$ cat config.mk
export PLATFORM = sky130hd
export DESIGN_NAME = aahc_classify
export DESIGN_NICKNAME = d
export VERILOG_FILES = /design/src/sv/aahc_pkg.sv /design/src/sv/aahc_classify.sv
export SDC_FILE = /design/constraint.sdc
export NUM_CORES = 1
export LEC_CHECK = 0
export BUFFER_PORTS_ARGS = -buffer_cell sky130_fd_sc_hd__buf_2
export CELL_PAD_IN_SITES_DETAIL_PLACEMENT = 1
export CELL_PAD_IN_SITES_GLOBAL_PLACEMENT = 1
export CORE_MARGIN = 2
export CORE_UTILIZATION = 30
export DETAILED_ROUTE_END_ITERATION = 16
export PLACE_DENSITY_LB_ADDON = 0.1
export SLEW_MARGIN = 20
export SYNTH_ARGS = -nofsm -noshare
export SYNTH_HDL_FRONTEND = slang
export SYNTH_SLANG_ARGS = --single-unit
$ cat constraint.sdc
create_clock -name vclk -period 5.05
set_clock_uncertainty 0.05 [all_clocks]
set_input_delay 0.505 -clock vclk [all_inputs]
set_output_delay 0.505 -clock vclk [all_outputs]
set_load 0.02 [all_outputs]
$ cat src/sv/aahc_pkg.sv
// ----------------------------------------------------------------------------
// aahc_pkg
// Shared types and constants for the analog alarm hysteresis checker.
// ----------------------------------------------------------------------------
package aahc_pkg;

  // field widths
  localparam int unsigned LevelWidth = 32;
  localparam int unsigned BandWidth  = 31;
  localparam int unsigned StateWidth = 3;
  localparam int unsigned TripWidth  = 2;
  localparam int unsigned IndexWidth = 8;

  // alarm state codes
  localparam logic [StateWidth-1:0] ST_NORMAL       = 3'd0;
  localparam logic [StateWidth-1:0] ST_LOW_ALARM    = 3'd1;
  localparam logic [StateWidth-1:0] ST_LOW_CAUTION  = 3'd2;
  localparam logic [StateWidth-1:0] ST_HIGH_ALARM   = 3'd3;
  localparam logic [StateWidth-1:0] ST_HIGH_CAUTION = 3'd4;
  localparam logic [StateWidth-1:0] ST_FAILED       = 3'd5;

  // shutdown trip codes
  localparam logic [TripWidth-1:0] TRIP_NONE = 2'd0;
  localparam logic [TripWidth-1:0] TRIP_LOW  = 2'd1;
  localparam logic [TripWidth-1:0] TRIP_HIGH = 2'd2;

  // register indexes
  localparam logic [IndexWidth-1:0] REG_LOW_ALARM     = 8'd0;
  localparam logic [IndexWidth-1:0] REG_LOW_CAUTION   = 8'd1;
  localparam logic [IndexWidth-1:0] REG_HIGH_CAUTION  = 8'd2;
  localparam logic [IndexWidth-1:0] REG_HIGH_ALARM    = 8'd3;
  localparam logic [IndexWidth-1:0] REG_HYST_BAND     = 8'd4;
  localparam logic [IndexWidth-1:0] REG_LIMIT_ENABLE  = 8'd5;
  localparam logic [IndexWidth-1:0] REG_SHUTDN_ENABLE = 8'd6;
  localparam logic [IndexWidth-1:0] REG_POINT_DISABLE = 8'd7;

  // limit enable bit positions
  localparam int unsigned EN_LOW_ALARM    = 0;
  localparam int unsigned EN_LOW_CAUTION  = 1;
  localparam int unsigned EN_HIGH_ALARM   = 2;
  localparam int unsigned EN_HIGH_CAUTION = 3;

  // shutdown enable bit positions
  localparam int unsigned SD_LOW  = 0;
  localparam int unsigned SD_HIGH = 1;

  // configuration register reset values
  localparam logic [3:0] LIMIT_ENABLE_RESET  = 4'hF;
  localparam logic [1:0] SHUTDN_ENABLE_RESET = 2'b00;

  typedef struct packed {
    logic signed [LevelWidth-1:0] low_alarm_level;
    logic signed [LevelWidth-1:0] low_caution_level;
    logic signed [LevelWidth-1:0] high_caution_level;
    logic signed [LevelWidth-1:0] high_alarm_level;
    logic [BandWidth-1:0]         hysteresis_band;
    logic [3:0]                   limit_enable_mask;
    logic [1:0]                   shutdown_enable_mask;
    logic                         point_disable;
  } cfg_t;

  typedef struct packed {
    logic [StateWidth-1:0] alarm_state;
    logic [TripWidth-1:0]  shutdown_trip;
    logic                  display_request;
  } result_t;

endpackage

$ cat src/sv/aahc_classify.sv
// ----------------------------------------------------------------------------
// aahc_classify
// Limit classification of one sample against the held state with deadband.
// ----------------------------------------------------------------------------
module aahc_classify (
  input  logic signed [aahc_pkg::LevelWidth-1:0] sample_value,
  input  logic                                   sample_failed,
  input  logic                                   global_disable,
  input  logic                                   display_on,
  input  aahc_pkg::cfg_t                         cfg,
  input  logic [aahc_pkg::StateWidth-1:0]        held_state,
  output aahc_pkg::result_t                      result
);

  localparam int unsigned WideWidth = aahc_pkg::LevelWidth + 1;

  logic signed [WideWidth-1:0] pv;
  logic signed [WideWidth-1:0] band;
  logic signed [WideWidth-1:0] la;
  logic signed [WideWidth-1:0] lc;
  logic signed [WideWidth-1:0] ha;
  logic signed [WideWidth-1:0] hc;
  logic hit_la;
  logic hit_lc;
  logic hit_ha;
  logic hit_hc;

  // widen to one extra bit so the deadband never wraps
  assign pv   = WideWidth'(sample_value);
  assign band = $signed({2'b00, cfg.hysteresis_band});

  // only the limit of the held state gets the deadband
  always_comb begin
    la = WideWidth'(cfg.low_alarm_level);
    lc = WideWidth'(cfg.low_caution_level);
    ha = WideWidth'(cfg.high_alarm_level);
    hc = WideWidth'(cfg.high_caution_level);
    case (held_state)
      aahc_pkg::ST_HIGH_ALARM:   ha = ha - band;
      aahc_pkg::ST_LOW_ALARM:    la = la + band;
      aahc_pkg::ST_HIGH_CAUTION: hc = hc - band;
      aahc_pkg::ST_LOW_CAUTION:  lc = lc + band;
      default: ;
    endcase
  end

  // gated limit compares
  assign hit_la = cfg.limit_enable_mask[aahc_pkg::EN_LOW_ALARM]    && (pv <= la);
  assign hit_lc = cfg.limit_enable_mask[aahc_pkg::EN_LOW_CAUTION]  && (pv <= lc);
  assign hit_ha = cfg.limit_enable_mask[aahc_pkg::EN_HIGH_ALARM]   && (pv >= ha);
  assign hit_hc = cfg.limit_enable_mask[aahc_pkg::EN_HIGH_CAUTION] && (pv >= hc);

  // priority select: failed, disabled, then low alarm down to high caution
  always_comb begin
    result.alarm_state     = aahc_pkg::ST_NORMAL;
    result.shutdown_trip   = aahc_pkg::TRIP_NONE;
    result.display_request = 1'b0;
    if (sample_failed) begin
      result.alarm_state = aahc_pkg::ST_FAILED;
    end else if (cfg.point_disable || global_disable) begin
      result.alarm_state = aahc_pkg::ST_NORMAL;
    end else begin
      if (hit_la) begin
        result.alarm_state = aahc_pkg::ST_LOW_ALARM;
        if (cfg.shutdown_enable_mask[aahc_pkg::SD_LOW]) begin
          result.shutdown_trip = aahc_pkg::TRIP_LOW;
        end
      end else if (hit_lc) begin
        result.alarm_state = aahc_pkg::ST_LOW_CAUTION;
      end else if (hit_ha) begin
        result.alarm_state = aahc_pkg::ST_HIGH_ALARM;
        if (cfg.shutdown_enable_mask[aahc_pkg::SD_HIGH]) begin
          result.shutdown_trip = aahc_pkg::TRIP_HIGH;
        end
      end else if (hit_hc) begin
        result.alarm_state = aahc_pkg::ST_HIGH_CAUTION;
      end
      // newly left normal while nobody is looking
      result.display_request = !display_on &&
                               (held_state == aahc_pkg::ST_NORMAL) &&
                               (result.alarm_state != aahc_pkg::ST_NORMAL);
    end
  end

endmodule

== Word-level counts from Yosys, hierarchy flattened ==
Index checks and enable logic that the tools add are counted.

* Flip-flop bits (word level): 0
* Input bits: 204
* Output and inout port bits: 6
* Word-level logic and storage cells: 40

* Add/subtract/negate cells: 4
* Order comparisons: 4
* Equal/unequal tests: 4
* Mux-type cells: 18
* Reductions and logical operators: 10

{| class="wikitable"
|+ Operator list
! operator !! count
|-
| 33-bit two-way mux || 4
|-
| 32-bit by 32-bit adder with 33-bit output || 2
|-
| 32-bit by 33-bit greater-or-equal comparator with 1-bit output || 2
|-
| 32-bit by 33-bit <= comparator with 1-bit output || 2
|-
| 32-bit by 32-bit subtractor with 33-bit output || 2
|-
| 3-bit two-way mux || 7
|-
| 5-bit two-way mux || 3
|-
| 3-bit by 2-bit equality test with 1-bit output (second input constant) || 2
|-
| 1-bit logical AND || 6
|-
| 2-bit two-way mux || 3
|-
| 3-bit by 1-bit equality test with 1-bit output (second input constant) || 1
|-
| 3-bit equality test (second input constant) || 1
|-
| 3-bit zero test || 1
|-
| 3-bit nonzero test || 1
|-
| 1-bit zero test || 1
|-
| 1-bit logical OR || 1
|-
| 1-bit two-way mux || 1
|}

== Depth between registers and ports, before layout ==
* Word-level depth: 14
* Depth in mapped cells: 23
* Depth with buffers taken out: 23

== Least setup slack after synthesis ==
OpenSTA, ideal clock, no wires.

* Path type: input port to output port
* From: in cfg[38] (netlist name)
* To: out result[2] (netlist name)
* Arrival: 5.263 ns
* Data required time: 4.495 ns
* Slack: -0.768 ns
* Stages on the path: 19
* Path buffers: 0
* Cell sequence: inv_1 -> ha_1 -> inv_1 -> fa_1 -> a21o_1 -> a2111oi_4 -> or2_2 -> o211ai_4 -> a211oi_4 -> a211oi_2 -> or4_4 -> a2111oi_2 -> nor3b_1 -> ha_1 -> nand4_1 -> or3_1 -> a2111oi_0 -> a211oi_1 -> nor4b_1

{| class="wikitable"
|+ RTL lines
! what !! line !! RTL
|-
| start, declared || aahc_classify.sv:10 || <nowiki>input aahc_pkg::cfg_t cfg,</nowiki>
|-
| end, declared || aahc_classify.sv:12 || <nowiki>output aahc_pkg::result_t result</nowiki>
|}

==> summary.md <==
| Metric | Value |
|---|---|
| Outcome | finished with violations |
| Failing checks | setup timing |
| # IOs | 210 |
| Hold WC Path Type | primary input to output port |
| Total GRT Usage | 25.9% |
| Ranking of synthesized cells by area | ha_1 30%, a21oi_1 9.3%, a21o_1 5.9% |
| Layout area overhead | 50.0% |
| Drt first pass iters | 4 |
| Vias per cell | 5.39 |
| Synth Cell Area | 10500 um^2 |
| Hold-critical path depth | 4 |
| Post-Syn Nets | 1941 |
| Cell count after synthesis | 1477 |
| Crit-path max FO | 4 |
| Initial Util | 30.4% |
| Sequential cell count | 0 |
| WL/cell | 19.5 um |
| Worst Tran Pin Value | 718 ps |
| DRC Markers | 0 |
| Register area share after synthesis | 0% |
| Dominant cell type by area after synthesis | ha_1 |
| Initial antenna violation count | 1 |
| Fmax | 174 MHz |
| Final Hold Viols | 0 |
| Area of the core | 34500 um^2 |
| FF+latch area | 0 um^2 |
| First-pass GRT wire length | 74.6 mm |
| WP data arrival | 5190 ps |
| Row count | 68 |
| FILL cells | 4409 |
| Slowest Stage Delay on Critical Path | 470 ps |
| Crit-path slowest cell | or4_4 |
| Cell Pwr Density | 124 nW/um^2 |
| Leakage | 7.77 nW |
| Worst setup SP type | primary input |
| Antenna Violating Nets Remaining | 0 |
| Critical-path cell list | buf_8 -> inv_4 -> ha_4 -> inv_2 -> fa_2 -> a21o_1 -> a2111oi_4 -> or2_4 -> o211ai_4 -> a211oi_4 -> a211oi_2 -> or4_4 -> a2111oi_4 -> nor3b_2 -> ha_1 -> nand4_1 -> or3_4 -> a2111oi_4 -> a211oi_4 -> buf_4 -> nor3_2 -> a221o_1 -> buf_6 |
| Number of setup violations in the final report | 6 |
| Layout clock buffers | 0 |
| Die width | 191 um |
| Max Slew Vio Count | 0 |
| Largest net degree at the start of global routing | 48 |
| Cell mode on critical path | a2111oi_4 |
| Initial DRC Count | 393 |
| Normalized max-slew margin | 52.0% |
| Grt ovf | 0 |
| Crit path time final | 5750 ps |
| Number of nets in the layout | 2487 |
| Share of cells above drive strength 1 | 35.3% |
| Gpl congestion | 0.939 |
| Ys Warns | 0 |
| Crit path kind | primary input to output port |
| Final wirelength | 48.4 mm |
| I/O Buffers | 210 |
| Die Height | 191 um |
| IR Drop Worst-Case VDD | 45.6 uV |
| Max cap viols | 0 |
| Final period util | 114% |
| Via count | 13300 |
| CP required | 4490 ps |
| Final worst slack | -696 ps |
| Syn Area/Cell | 7.11 um^2 |
| Synth top area share | 30.5% |
| Crit. End Element | output port |
| Die Area | 36500 um^2 |
| Final core occ | 45.6% |
| Vias in the first global route | 13900 |
| Final TNS setup | -3460 ps |
| Min-delay src | sample_failed |
| Multi-input logic area | 11000 um^2 |
| Hpwl dp | 42.3 mm |
| Post-synthesis cell type count | 71 |
| WHS Endpoint | result[5] |
| RSZ-0062 raised after global routing | yes |
kinds of logic (layout without fill, tap and decap cells):
group                    Yosys count  after routing  synth area share, %
adder cells (fa/ha/maj)          260            260                 31.3
multiplexers                      37             37                 3.53
XOR/XNOR                          84             84                 7.00
other                              0              1                    0
AND/OR/NAND/NOR                  462            462                 21.8
buffers and inverters            104            648                 3.73
AO/OA/AOI/OAI                    530            530                 32.7
placed cells by master (no fill, tap or decap), types with 30 or more instances in the layout:
master	n
buf_4	361
nand2_1	84
inv_1	65
mux2i_1	37
o21ai_0	50
a21o_1	82
buf_2	200
nor2_1	132
ha_1	245
nand3_1	39
xnor2_1	52
a21oi_1	170
xor2_1	30
nand4_1	35
nor3_1	36
stage by stage:
step | setup WS (ps) | power (W) | hold slack, ps | std cells | cell area, um^2
final | -696 | 0.00196 | 1300 | 2477 | 15800
after global routing | -894 | 0.00216 | 1320 | 2477 | 15800
after CTS | -682 | 0.00187 | 1310 | 2468 | 15300
after detailed placement | -1140 | 0.00177 | 1310 | 2443 | 14700
after global placement | -992 | 0.00172 | 1300 | 2443 | 14700
after floorplan | -205 | 0.00100 | 1080 | 1477 | 10600
synth_stat cells (all sizes together) (25+ instances only):
library cell / instances
ha: 256
a21oi: 196
nor2: 136
nand2: 85
a21o: 82
o21ai: 77
inv: 70
xnor2: 54
nand3: 42
nor3: 40
mux2i: 37
nand4: 35
xor2: 30
clkbuf: 25
nor2b: 25
power breakdown:
part | switching, W | internal [W]
Combinational | 0.00101 | 0.000952
Clock | 0 | 0.0000000000265
Sequential | 0 | 0
how the worst max path moves through the flow:
| stage | from | endpoint | depth (start not counted) |
|---|---|---|---|
| final | cfg[38] | result[3] | 23 |
| after global routing | cfg[38] | result[5] | 26 |
| after CTS | cfg[38] | result[3] | 23 |
| after detailed placement | cfg[8] | result[5] | 21 |
| after global placement | cfg[7] | result[2] | 26 |
| after floorplan | cfg[8] | result[3] | 18 |
worst max-delay path, delay by kind of cell:
kind	cells	cell delay, ps
buffers and inverters	5	480
AND/OR/NAND/NOR	6	1380
adder cells (fa/ha/maj)	3	800
AO/OA/AOI/OAI	9	2010
layer usage:
layer  up-vias  track usage, %  wire length (um)  part of all wire, %
met3        30           0.826              1300                  2.7
met1      6402            37.2             24200                   50
met5         -               0                 0                    0
met4         0            3.70               834                  1.7
li1       6705               -                 -                    -
met2       212            43.6             22000                   46
final cells by class:
| type | instances | share of cell area [%] |
|---|---|---|
| diodes | 1 | 0.0159 |
| repair buffers | 578 | 25.0 |
| inverters | 70 | 1.71 |
| well taps | 455 | 3.61 |
| multi-input cells | 1373 | 69.6 |
timing repair:
action / CTS / global route
pin swaps: 54 / 78
resized for setup: 106 / 72
hold buffers: 0 / 0
endpoints found under the setup margin: 6 / 6
setup buffers: 26 / 10
(Power assumes the default switching activity.)
